### config.mk
export PLATFORM = sky130hd
export DESIGN_NAME = running_histogram_normalizer_unit
export DESIGN_NICKNAME = d
export VERILOG_FILES = /design/src/rtl/rhn_pkg.sv /design/src/rtl/rhn_ram.sv /design/src/rtl/rhn_div.sv /design/src/rtl/running_histogram_normalizer_unit.sv
export SDC_FILE = /design/constraint.sdc
export NUM_CORES = 2
export LEC_CHECK = 0
export ABC_CLOCK_PERIOD_IN_PS = 15300
export BUFFER_PORTS_ARGS = -buffer_cell sky130_fd_sc_hd__buf_2
export CORE_MARGIN = 5
export CORE_UTILIZATION = 55
export DETAILED_ROUTE_END_ITERATION = 6
export PLACE_DENSITY = 0.77
export SLEW_MARGIN = 20
export SYNTH_ARGS = -nofsm -noshare
export SYNTH_HDL_FRONTEND = slang
export SYNTH_SLANG_ARGS = --single-unit
### constraint.sdc
create_clock -name clk -period 15.3 [get_ports clk]
set_input_delay 3.06 -clock clk [delete_from_list [all_inputs] [get_ports clk]]
set_output_delay 3.06 -clock clk [all_outputs]
set_load 0.005 [all_outputs]
### src/rtl/rhn_pkg.sv
// rhn_pkg: shared constants, types and helpers for the running histogram normaliser
// used by rhn_div, running_histogram_normalizer_unit and the testbench; no dependencies
package rhn_pkg;

  localparam int NUM_BINS    = 32;
  localparam int COUNT_WIDTH = 32;

  // bits of a bin index
  localparam int BIN_W   = (NUM_BINS > 1) ? $clog2(NUM_BINS) : 1;
  // width of the sample range limit NUM_BINS * bin_width
  localparam int RANGE_W = 16 + BIN_W;
  // divisor width of the shared divider
  localparam int DIV_W   = (COUNT_WIDTH > RANGE_W) ? COUNT_WIDTH : RANGE_W;
  // quotient bits of one Q1.16 ratio (integer bit plus 16 fraction bits)
  localparam int QW      = 17;
  localparam int STEP_W  = $clog2(QW + 1);

  // input transfer actions
  localparam logic ACT_ACCUMULATE = 1'b0;
  localparam logic ACT_CLEAR      = 1'b1;

  // register indexes, one word apart
  typedef enum logic [1:0] {
    REG_LEFT_EDGE  = 2'd0,
    REG_BIN_WIDTH  = 2'd1,
    REG_DECIMATION = 2'd2
  } reg_idx_t;

  typedef logic [COUNT_WIDTH-1:0] count_t;

  localparam count_t COUNT_MAX = '1;

  typedef struct packed {
    logic              start;
    logic [STEP_W-1:0] steps;
  } div_ctl_t;

  typedef struct packed {
    logic busy;
    logic done;
  } div_sts_t;

  // saturating increment of a counter
  function automatic count_t sat_inc(input count_t v);
    count_t res;
    res = (v == COUNT_MAX) ? v : v + count_t'(1);
    return res;
  endfunction

endpackage

### src/rtl/rhn_ram.sv
// rhn_ram: generic single-write, single-read RAM with registered read data
// no dependencies
module rhn_ram #(
  parameter int WIDTH = 32,
  parameter int DEPTH = 32
) (
  input  logic                     clk,
  input  logic                     we,
  input  logic [$clog2(DEPTH)-1:0] waddr,
  input  logic [WIDTH-1:0]         wdata,
  input  logic [$clog2(DEPTH)-1:0] raddr,
  output logic [WIDTH-1:0]         rdata
);

  logic [WIDTH-1:0] mem [DEPTH];
  logic [WIDTH-1:0] rdata_r;

  always_ff @(posedge clk) begin
    if (we) begin
      mem[waddr] <= wdata;
    end
    rdata_r <= mem[raddr];
  end

  assign rdata = rdata_r;

endmodule

### src/rtl/rhn_div.sv
// rhn_div: shared restoring divider, one compare-and-subtract step per cycle
// depends on rhn_pkg
module rhn_div
  import rhn_pkg::*;
(
  input  logic             clk,
  input  logic             rst_n,
  input  div_ctl_t         ctl,
  input  logic [DIV_W:0]   num,
  input  logic [DIV_W-1:0] den,
  output div_sts_t         sts,
  output logic [QW-1:0]    quo
);

  logic [DIV_W:0]    rem_r;
  logic [DIV_W-1:0]  den_r;
  logic [QW-1:0]     quo_r;
  logic [STEP_W-1:0] cnt_r;
  logic              busy_r;
  logic              done_r;

  logic              ge;
  logic [DIV_W:0]    rem_sub;

  // remainder stays below the divisor, so the doubled value still fits
  assign ge      = (rem_r >= {1'b0, den_r});
  assign rem_sub = ge ? (rem_r - {1'b0, den_r}) : rem_r;

  always_ff @(posedge clk) begin
    if (!rst_n) begin
      busy_r <= 1'b0;
      done_r <= 1'b0;
      cnt_r  <= '0;
    end else begin
      done_r <= 1'b0;
      if (ctl.start) begin
        busy_r <= 1'b1;
        cnt_r  <= ctl.steps;
      end else if (busy_r) begin
        cnt_r <= cnt_r - STEP_W'(1);
        if (cnt_r == STEP_W'(1)) begin
          busy_r <= 1'b0;
          done_r <= 1'b1;
        end
      end
    end
  end

  always_ff @(posedge clk) begin
    if (ctl.start) begin
      rem_r <= num;
      den_r <= den;
      quo_r <= '0;
    end else if (busy_r) begin
      rem_r <= {rem_sub[DIV_W-1:0], 1'b0};
      quo_r <= {quo_r[QW-2:0], ge};
    end
  end

  assign sts.busy = busy_r;
  assign sts.done = done_r;
  assign quo      = quo_r;

  a_done_after_busy: assert property (@(posedge clk) disable iff (!rst_n)
    done_r |-> $past(busy_r))
    else $error("divider done without a preceding busy cycle");

  a_no_start_busy: assert property (@(posedge clk) disable iff (!rst_n)
    busy_r && !ctl.start |=> busy_r || done_r)
    else $error("divider stopped without signalling done");

  a_rem_below_den: assert property (@(posedge clk) disable iff (!rst_n)
    busy_r && !ctl.start |-> (rem_sub < {1'b0, den_r}) || (den_r == '0))
    else $error("divider remainder not reduced below divisor");

endmodule

### src/rtl/running_histogram_normalizer_unit.sv
// running_histogram_normalizer_unit: top level of the running histogram normaliser
// depends on rhn_pkg, rhn_ram and rhn_div

// A running histogram of signed 16-bit samples with NUM_BINS bins of COUNT_WIDTH-bit
// saturating counters. An accumulate transfer (action 0) bins the sample by
// floor((sample - left_edge) / bin_width) and bumps that bin if the index is in range;
// the total counter counts every sample. After every decimation-th sample the block
// sends NUM_BINS result transfers, bin 0 first, each carrying bin count / total in
// unsigned Q1.16 (65536 is 1.0), with last on the final bin. A clear transfer
// (action 1) zeroes all counters and the decimation phase. Timing: one sample is held
// in the block while it works and in_stall is high meanwhile. A clear or an
// out-of-range sample is taken in the idle state without the divider; an in-range sample
// waits for the bit-per-cycle index division in the shared divider and the
// read-modify-write of the bin counter RAM. An emission also waits on any out_stall
// time: each bin is one RAM read and a 17-step Q1.16 division in the same shared
// divider, then a result transfer. Bin counters live in a RAM with one valid
// flip-flop per bin, so reset and clear take effect at once with no clearing pass.
module running_histogram_normalizer_unit
  import rhn_pkg::*;
(
  input  logic        clk,
  input  logic        rst_n,
  // input channel
  input  logic        in_valid,
  output logic        in_stall,
  input  logic        in_action,
  input  logic [15:0] in_sample,
  // result channel
  output logic        out_valid,
  input  logic        out_stall,
  output logic [5:0]  out_bin_number,
  output logic [16:0] out_probability,
  output logic        out_last,
  // configuration port
  input  logic        psel,
  input  logic        penable,
  input  logic        pwrite,
  input  logic [3:0]  paddr,
  input  logic [31:0] pwdata,
  output logic [31:0] prdata,
  output logic        pready
);

  // sequencer states
  typedef enum logic [6:0] {
    S_IDLE    = 7'b0000001,  // ready for an input transfer
    S_IDX     = 7'b0000010,  // divider works out the bin index
    S_UPD     = 7'b0000100,  // write back the bumped bin count
    S_EM_RD   = 7'b0001000,  // read the bin count for emission
    S_EM_ST   = 7'b0010000,  // start the ratio division
    S_EM_WAIT = 7'b0100000,  // wait for the ratio
    S_OUT     = 7'b1000000   // hold the result until it is taken
  } state_t;

  // configuration registers
  logic [15:0] left_edge_r;
  logic [15:0] bin_width_r;
  logic [15:0] decimation_r;

  // histogram state
  count_t              total_r;
  logic [15:0]         phase_r;
  logic [NUM_BINS-1:0] bin_vld_r;

  // sequencer
  state_t     state_r;
  state_t     state_nxt;
  logic       hit_r;
  logic [BIN_W-1:0] idx_r;
  logic [BIN_W-1:0] bin_r;
  logic       rd_vld_r;

  // result register
  logic        out_valid_r;
  logic [5:0]  out_bin_number_r;
  logic [16:0] out_probability_r;
  logic        out_last_r;

  // datapath
  logic               in_acc;
  logic               cfg_wr;
  logic [1:0]         cfg_idx;
  logic signed [16:0] diff;
  logic [RANGE_W-1:0] range_lim;
  logic               in_range;
  logic [15:0]        phase_inc;
  logic               phase_hit;
  logic               bin_is_last;

  div_ctl_t         div_ctl;
  div_sts_t         div_sts;
  logic [DIV_W:0]   div_num;
  logic [DIV_W-1:0] div_den;
  logic [QW-1:0]    div_quo;

  logic             ram_we;
  logic [BIN_W-1:0] ram_raddr;
  count_t           ram_rdata;
  count_t           ram_wdata;

  // ---------------------------------------------------------------- configuration
  assign pready  = 1'b1;
  assign cfg_wr  = psel && penable && pwrite;
  assign cfg_idx = paddr[3:2];

  always_ff @(posedge clk) begin
    if (!rst_n) begin
      left_edge_r  <= 16'd0;
      bin_width_r  <= 16'd256;
      decimation_r <= 16'd1;
    end else if (cfg_wr) begin
      unique case (cfg_idx)
        REG_LEFT_EDGE:  left_edge_r  <= pwdata[15:0];
        REG_BIN_WIDTH:  bin_width_r  <= pwdata[15:0];
        REG_DECIMATION: decimation_r <= pwdata[15:0];
        default: ;  // unused address, write dropped
      endcase
    end
  end

  always_comb begin
    unique case (cfg_idx)
      REG_LEFT_EDGE:  prdata = {16'd0, left_edge_r};
      REG_BIN_WIDTH:  prdata = {16'd0, bin_width_r};
      REG_DECIMATION: prdata = {16'd0, decimation_r};
      default:        prdata = 32'd0;
    endcase
  end

  // ---------------------------------------------------------------- sample binning
  assign in_stall = (state_r != S_IDLE);
  assign in_acc   = in_valid && !in_stall;

  // 17-bit signed difference, never overflows
  assign diff = $signed({in_sample[15], in_sample}) - $signed({left_edge_r[15], left_edge_r});

  // in range when 0 <= diff < NUM_BINS * bin_width, so the quotient fits BIN_W bits
  assign range_lim = RANGE_W'(bin_width_r) * RANGE_W'(NUM_BINS);
  assign in_range  = !diff[16] && (bin_width_r != 16'd0) &&
                     (RANGE_W'(diff[15:0]) < range_lim);

  assign phase_inc   = phase_r + 16'd1;
  assign phase_hit   = (phase_inc == decimation_r);
  assign bin_is_last = (bin_r == BIN_W'(NUM_BINS - 1));

  // ---------------------------------------------------------------- shared divider
  // index: divisor bin_width scaled by 2^(BIN_W-1), BIN_W quotient bits
  // ratio: count over total, integer bit plus 16 fraction bits
  always_comb begin
    div_ctl.start = 1'b0;
    div_ctl.steps = '0;
    div_num       = '0;
    div_den       = '0;
    if (state_r == S_IDLE && in_acc && (in_action == ACT_ACCUMULATE) && in_range) begin
      div_ctl.start = 1'b1;
      div_ctl.steps = STEP_W'(BIN_W);
      div_num       = (DIV_W + 1)'(diff[15:0]);
      div_den       = DIV_W'(bin_width_r) << (BIN_W - 1);
    end else if (state_r == S_EM_ST) begin
      div_ctl.start = 1'b1;
      div_ctl.steps = STEP_W'(QW);
      div_num       = (DIV_W + 1)'(rd_vld_r ? ram_rdata : count_t'(0));
      div_den       = DIV_W'(total_r);
    end
  end

  rhn_div u_div (
    .clk   (clk),
    .rst_n (rst_n),
    .ctl   (div_ctl),
    .num   (div_num),
    .den   (div_den),
    .sts   (div_sts),
    .quo   (div_quo)
  );

  // ---------------------------------------------------------------- bin counter RAM
  // the address follows the divider quotient while the index is produced
  assign ram_raddr = (state_r == S_IDX) ? div_quo[BIN_W-1:0] : bin_r;
  assign ram_we    = (state_r == S_UPD);
  // a bin not written since the last clear reads as zero
  assign ram_wdata = rd_vld_r ? sat_inc(ram_rdata) : count_t'(1);

  rhn_ram #(
    .WIDTH (COUNT_WIDTH),
    .DEPTH (NUM_BINS)
  ) u_ram (
    .clk   (clk),
    .we    (ram_we),
    .waddr (idx_r),
    .wdata (ram_wdata),
    .raddr (ram_raddr),
    .rdata (ram_rdata)
  );

  // ---------------------------------------------------------------- sequencer
  always_comb begin
    state_nxt = state_r;
    unique case (state_r)
      S_IDLE: begin
        if (in_acc && (in_action == ACT_ACCUMULATE)) begin
          if (in_range) begin
            state_nxt = S_IDX;
          end else if (phase_hit) begin
            state_nxt = S_EM_RD;
          end
        end
      end
      S_IDX: begin
        if (div_sts.done) begin
          state_nxt = S_UPD;
        end
      end
      S_UPD:     state_nxt = hit_r ? S_EM_RD : S_IDLE;
      S_EM_RD:   state_nxt = S_EM_ST;
      S_EM_ST:   state_nxt = S_EM_WAIT;
      S_EM_WAIT: begin
        if (div_sts.done) begin
          state_nxt = S_OUT;
        end
      end
      S_OUT: begin
        if (!out_stall) begin
          state_nxt = out_last_r ? S_IDLE : S_EM_RD;
        end
      end
      default: state_nxt = S_IDLE;
    endcase
  end

  always_ff @(posedge clk) begin
    if (!rst_n) begin
      state_r     <= S_IDLE;
      total_r     <= '0;
      phase_r     <= '0;
      bin_vld_r   <= '0;
      hit_r       <= 1'b0;
      bin_r       <= '0;
      out_valid_r <= 1'b0;
    end else begin
      state_r <= state_nxt;

      if (state_r == S_IDLE && in_acc) begin
        if (in_action == ACT_CLEAR) begin
          // clear: counters and phase back to zero
          total_r   <= '0;
          phase_r   <= '0;
          bin_vld_r <= '0;
        end else begin
          total_r <= sat_inc(total_r);
          phase_r <= phase_hit ? 16'd0 : phase_inc;
          hit_r   <= phase_hit;
          bin_r   <= '0;
        end
      end

      if (ram_we) begin
        bin_vld_r[idx_r] <= 1'b1;
      end

      if (state_r == S_EM_WAIT && div_sts.done) begin
        out_valid_r <= 1'b1;
      end else if (state_r == S_OUT && !out_stall) begin
        out_valid_r <= 1'b0;
        bin_r       <= bin_r + BIN_W'(1);
      end
    end
  end

  // payload registers, no reset needed
  always_ff @(posedge clk) begin
    rd_vld_r <= bin_vld_r[ram_raddr];
    if (state_r == S_IDX && div_sts.done) begin
      idx_r <= div_quo[BIN_W-1:0];
    end
    if (state_r == S_EM_WAIT && div_sts.done) begin
      out_bin_number_r  <= 6'(bin_r);
      out_probability_r <= div_quo;
      out_last_r        <= bin_is_last;
    end
  end

  assign out_valid       = out_valid_r;
  assign out_bin_number  = out_bin_number_r;
  assign out_probability = out_probability_r;
  assign out_last        = out_last_r;

  // ---------------------------------------------------------------- checks
  a_out_in_hold_state: assert property (@(posedge clk) disable iff (!rst_n)
    out_valid_r |-> (state_r == S_OUT))
    else $error("result presented outside the hold state");

  a_prob_max: assert property (@(posedge clk) disable iff (!rst_n)
    out_valid_r |-> (out_probability_r <= 17'd65536))
    else $error("probability above 1.0");

  a_last_on_final_bin: assert property (@(posedge clk) disable iff (!rst_n)
    out_valid_r |-> (out_last_r == (out_bin_number_r == 6'(NUM_BINS - 1))))
    else $error("last flag not on the final bin");

  a_div_done_when_waited: assert property (@(posedge clk) disable iff (!rst_n)
    div_sts.done |-> (state_r == S_IDX || state_r == S_EM_WAIT))
    else $error("divider result arrived while nobody waits for it");

endmodule

==> summary.txt <==
Run status
  • Status: finished clean

Cells and area
  • Fraction of layout cells with a size suffix above 1: 9.28%
  • Syn-to-layout area delta: 11.1%
  • Fillers: 7321
  • Storage cell area: 0.0375 sq mm
  • Nets: 4772
  • Area of the multi-input gates: 0.0171 sq mm

Yosys
  • EDFF count, synth: 1117
  • Yosys warns: 0
  • Syn avg cell area: 12.0 sq um
  • Post-synthesis cell count: 4626
  • Ys flop type: edfxtp_1
  • Yosys reg bits: 1316
  • Top area cells in the synthesized netlist: edfxtp_1 (60%), nand2_1 (7.3%), dfxtp_1 (7.2%)
  • Cell accounting for the most synthesized area: edfxtp_1
  • Synthesized area: 0.0557 sq mm
  • Share of Yosys cell area claimed by the top area cell type: 60.2%
  • Synth async-reset ratio: 0%
  • Yosys cell types: 77
  • Seq/Total Area, Yosys: 67.4%

Clock tree
  • Clock Root Buffer: clkbuf_16
  • Skew-Pair Late Insertion Delay: 0.76 ns
  • Post-CTS setup buffer count: 0
  • Htree depth: 4
  • CTS Sinks: 1316
  • CTS Buffer Depth: 3
  • Hold_buf cts: 0
  • CTS tree: built
  • Clock Pin Slew Worst Setup and Hold Paths: 0.06 ns
  • Post-CTS sizing: 0
  • CTS Buf Count: 134

Drt
  • ANT nets after route: 0
  • Drt via density: 6.21
  • Drt total wl: 148000 um
  • Drt pass-1 iters: 6
  • Wire per inst: 24.2 um
  • Total number of vias: 37945
  • Initial DRC count: 4924
  • DR DRC count: 0

Setup path
  • Critical Path AT: 8.28 ns
  • Critical Path Sink Type: flop
  • WS Path Type: primary input to flop
  • Crit-path max FO: 71
  • Required time of the critical path: 15.80 ns
  • Startpoint types: primary input

STA
  • Worst Max-Slew Pin Slew: 1.06 ns
  • Rel. slew slack: 29.5%
  • Final worst-path cycle share: 50.8%
  • Final Max Tran Viols: 0
  • Final Critical Period: 7.78 ns
  • Final Setup Violations: 0
  • Setup Skew: 0.0346 ns
  • RSZ-0062 raised after global routing: no
  • Setup TNS: 0 ns
  • Final hold viol count: 0
  • Fmax achieved: 129 MHz

Power
  • Leak: 20.1 nW
  • PD cells: 121 mW/mm^2
  • Power Total: 0.00751 W
  • Worst vdd ir: 74.9 uV

Floorplanning
  • Io pins: 119
  • Row count: 116
  • Die footprint: 0.108 sq mm
  • Die Wd: 328 um
  • Initial Util: 55.5%
  • Die H: 328 um
  • Core Footprint: 0.100 sq mm

Global route
  • Global Route Usage Sum: 26.9%
  • Vias in the first global route: 36110
  • Global-route wire length before repair: 220000 um
  • Initial antenna violation count: 1
  • Largest net degree at the start of global routing: 167
  • Total global routing overflow: 0

Placed design
  • Port Buffers: 82
  • RePlAce Congestion: 0.891
  • HPWL after DPL: 76900 um

Run
  • Maxcap violations: 0

Worst hold path
  • Worst hold path type: flop to flop
cell usage after synthesis, drive strengths merged (19+ instances only):
| cell type | number |
|---|---|
| buf | 101 |
| ha | 65 |
| o21ai | 104 |
| nand2b | 21 |
| nand4 | 63 |
| a21o | 19 |
| a31oi | 117 |
| nor2 | 191 |
| a2111oi | 36 |
| edfxtp | 1117 |
| and3 | 40 |
| or3 | 22 |
| and2 | 51 |
| a21oi | 141 |
| dfxtp | 199 |
| xnor2 | 61 |
| nor3 | 30 |
| xor2 | 44 |
| nand3 | 378 |
| inv | 88 |
| clkbuf | 182 |
| nand2 | 1088 |
| a32oi | 100 |
| mux2i | 154 |
worst paths after layout:
| kind | startpoint | endpoint | slack [ns] | depth (start not counted) |
|---|---|---|---|---|
| worst min register to register | u_div.quo[16] | out_probability[16] | 0.44 | 0 |
| worst max register to register | state_r[2] | u_ram.rdata[11] | 9.16 | 11 |
| worst max-delay path | in_sample[0] | u_div.rem_r[28] | 7.52 | 22 |
| worst min-delay path | u_div.quo[16] | out_probability[16] | 0.44 | 0 |
layout by cell type, fill, tap and decap left out, types with 12 or more instances in the layout:
cell,instances
clkbuf_1,33
o21ai_0,102
nor4_1,13
and4_1,13
a21oi_1,141
dfxtp_1,199
a32oi_1,100
nor3_1,29
nor2_4,33
clkinv_2,22
nand2b_1,21
nor2b_1,12
conb_1,18
ha_1,65
xor2_1,44
nor2_1,157
xnor2_1,61
clkinv_1,19
a22oi_1,12
mux2i_1,153
buf_4,65
nand3_1,378
a21o_1,19
or3_1,21
inv_1,85
nand2_1,1087
and3_1,40
edfxtp_1,1117
clkbuf_16,135
and2_1,49
a31oi_1,114
nand4_1,63
buf_2,82
a2111oi_2,24
sequential cells by signal, indices dropped and copies added (netlist names), 17 cells and up:
signal	count
u_div.quo	17
u_ram.rdata	32
out_probability	17
u_ram.mem	1024
u_div.rem_r	33
bin_vld_r	32
total_r	32
u_div.den_r	32
cell families after synthesis:
| family | after synthesis | share of synthesized area [%] |
|---|---|---|
| and+or+nand+nor | 1972 | 15.8 |
| DFF | 1316 | 67.4 |
| AOI/OAI and AO/OA | 635 | 7.99 |
| buffers and inverters | 371 | 2.77 |
| muxes | 158 | 2.87 |
| xor gates and xnor gates | 105 | 1.65 |
| adders and majority gates | 67 | 1.53 |
| other | 2 | 0.0135 |
cell type report:
class                   instances  share of cell area, %
diodes                          1                0.00405
clock buffers                 178                   5.88
clock inverters                64                  0.969
inverters                      88                  0.534
multi-input cells            2955                   27.6
flip-flops and latches       1316                   60.7
well taps                    1357                   2.74
repair buffers                150                   1.55
per-stage QoR:
step	instance area [sq um]	setup slack [ns]	hold WS, ns	instances	utilization, %
after floorplan	55700	7.62	0.408	4642	-
after global placement	57600	6.83	0.416	5866	57.4
after detailed placement	57600	6.79	0.429	5866	57.4
after CTS	61800	7.45	0.444	6108	61.6
after global routing	61900	7.13	0.465	6109	61.7
final	61900	7.52	0.441	6109	61.7
critical path: stages:
cell and delay [ns]:
buf_2 0.07, inv_1 0.05, ha_1 0.22, fa_1 0.38, nand2b_1 0.20, a211o_1 0.31
a31oi_1 0.34, a221oi_1 0.24, o211ai_1 0.22, nand4b_1 0.19, ha_1 0.34, a21o_1 0.16
a21oi_1 0.16, a211oi_1 0.09, a211o_1 0.28, nor4_4 0.25, buf_4 0.37, nor2_2 0.15
inv_2 0.08, buf_4 0.68, o31ai_1 0.15, a31o_2 0.24
power breakdown:
| group | internal (W) | switching (W) | total [W] |
|---|---|---|---|
| registers | 0.00390 | 0.0000403 | 0.00394 |
| logic | 0.000152 | 0.000253 | 0.000405 |
| clock network | 0.00179 | 0.00137 | 0.00317 |
layer usage:
layer	track usage, %	vias up	part of all wire, %	wire length (um)
li1	-	16981	-	-
met1	34.8	18397	37	55100
met2	44.5	2143	48	71600
met3	4.86	424	9.8	14500
met4	12.3	0	4.6	6790
met5	0	-	0	0
(Power assumes the default switching activity.)
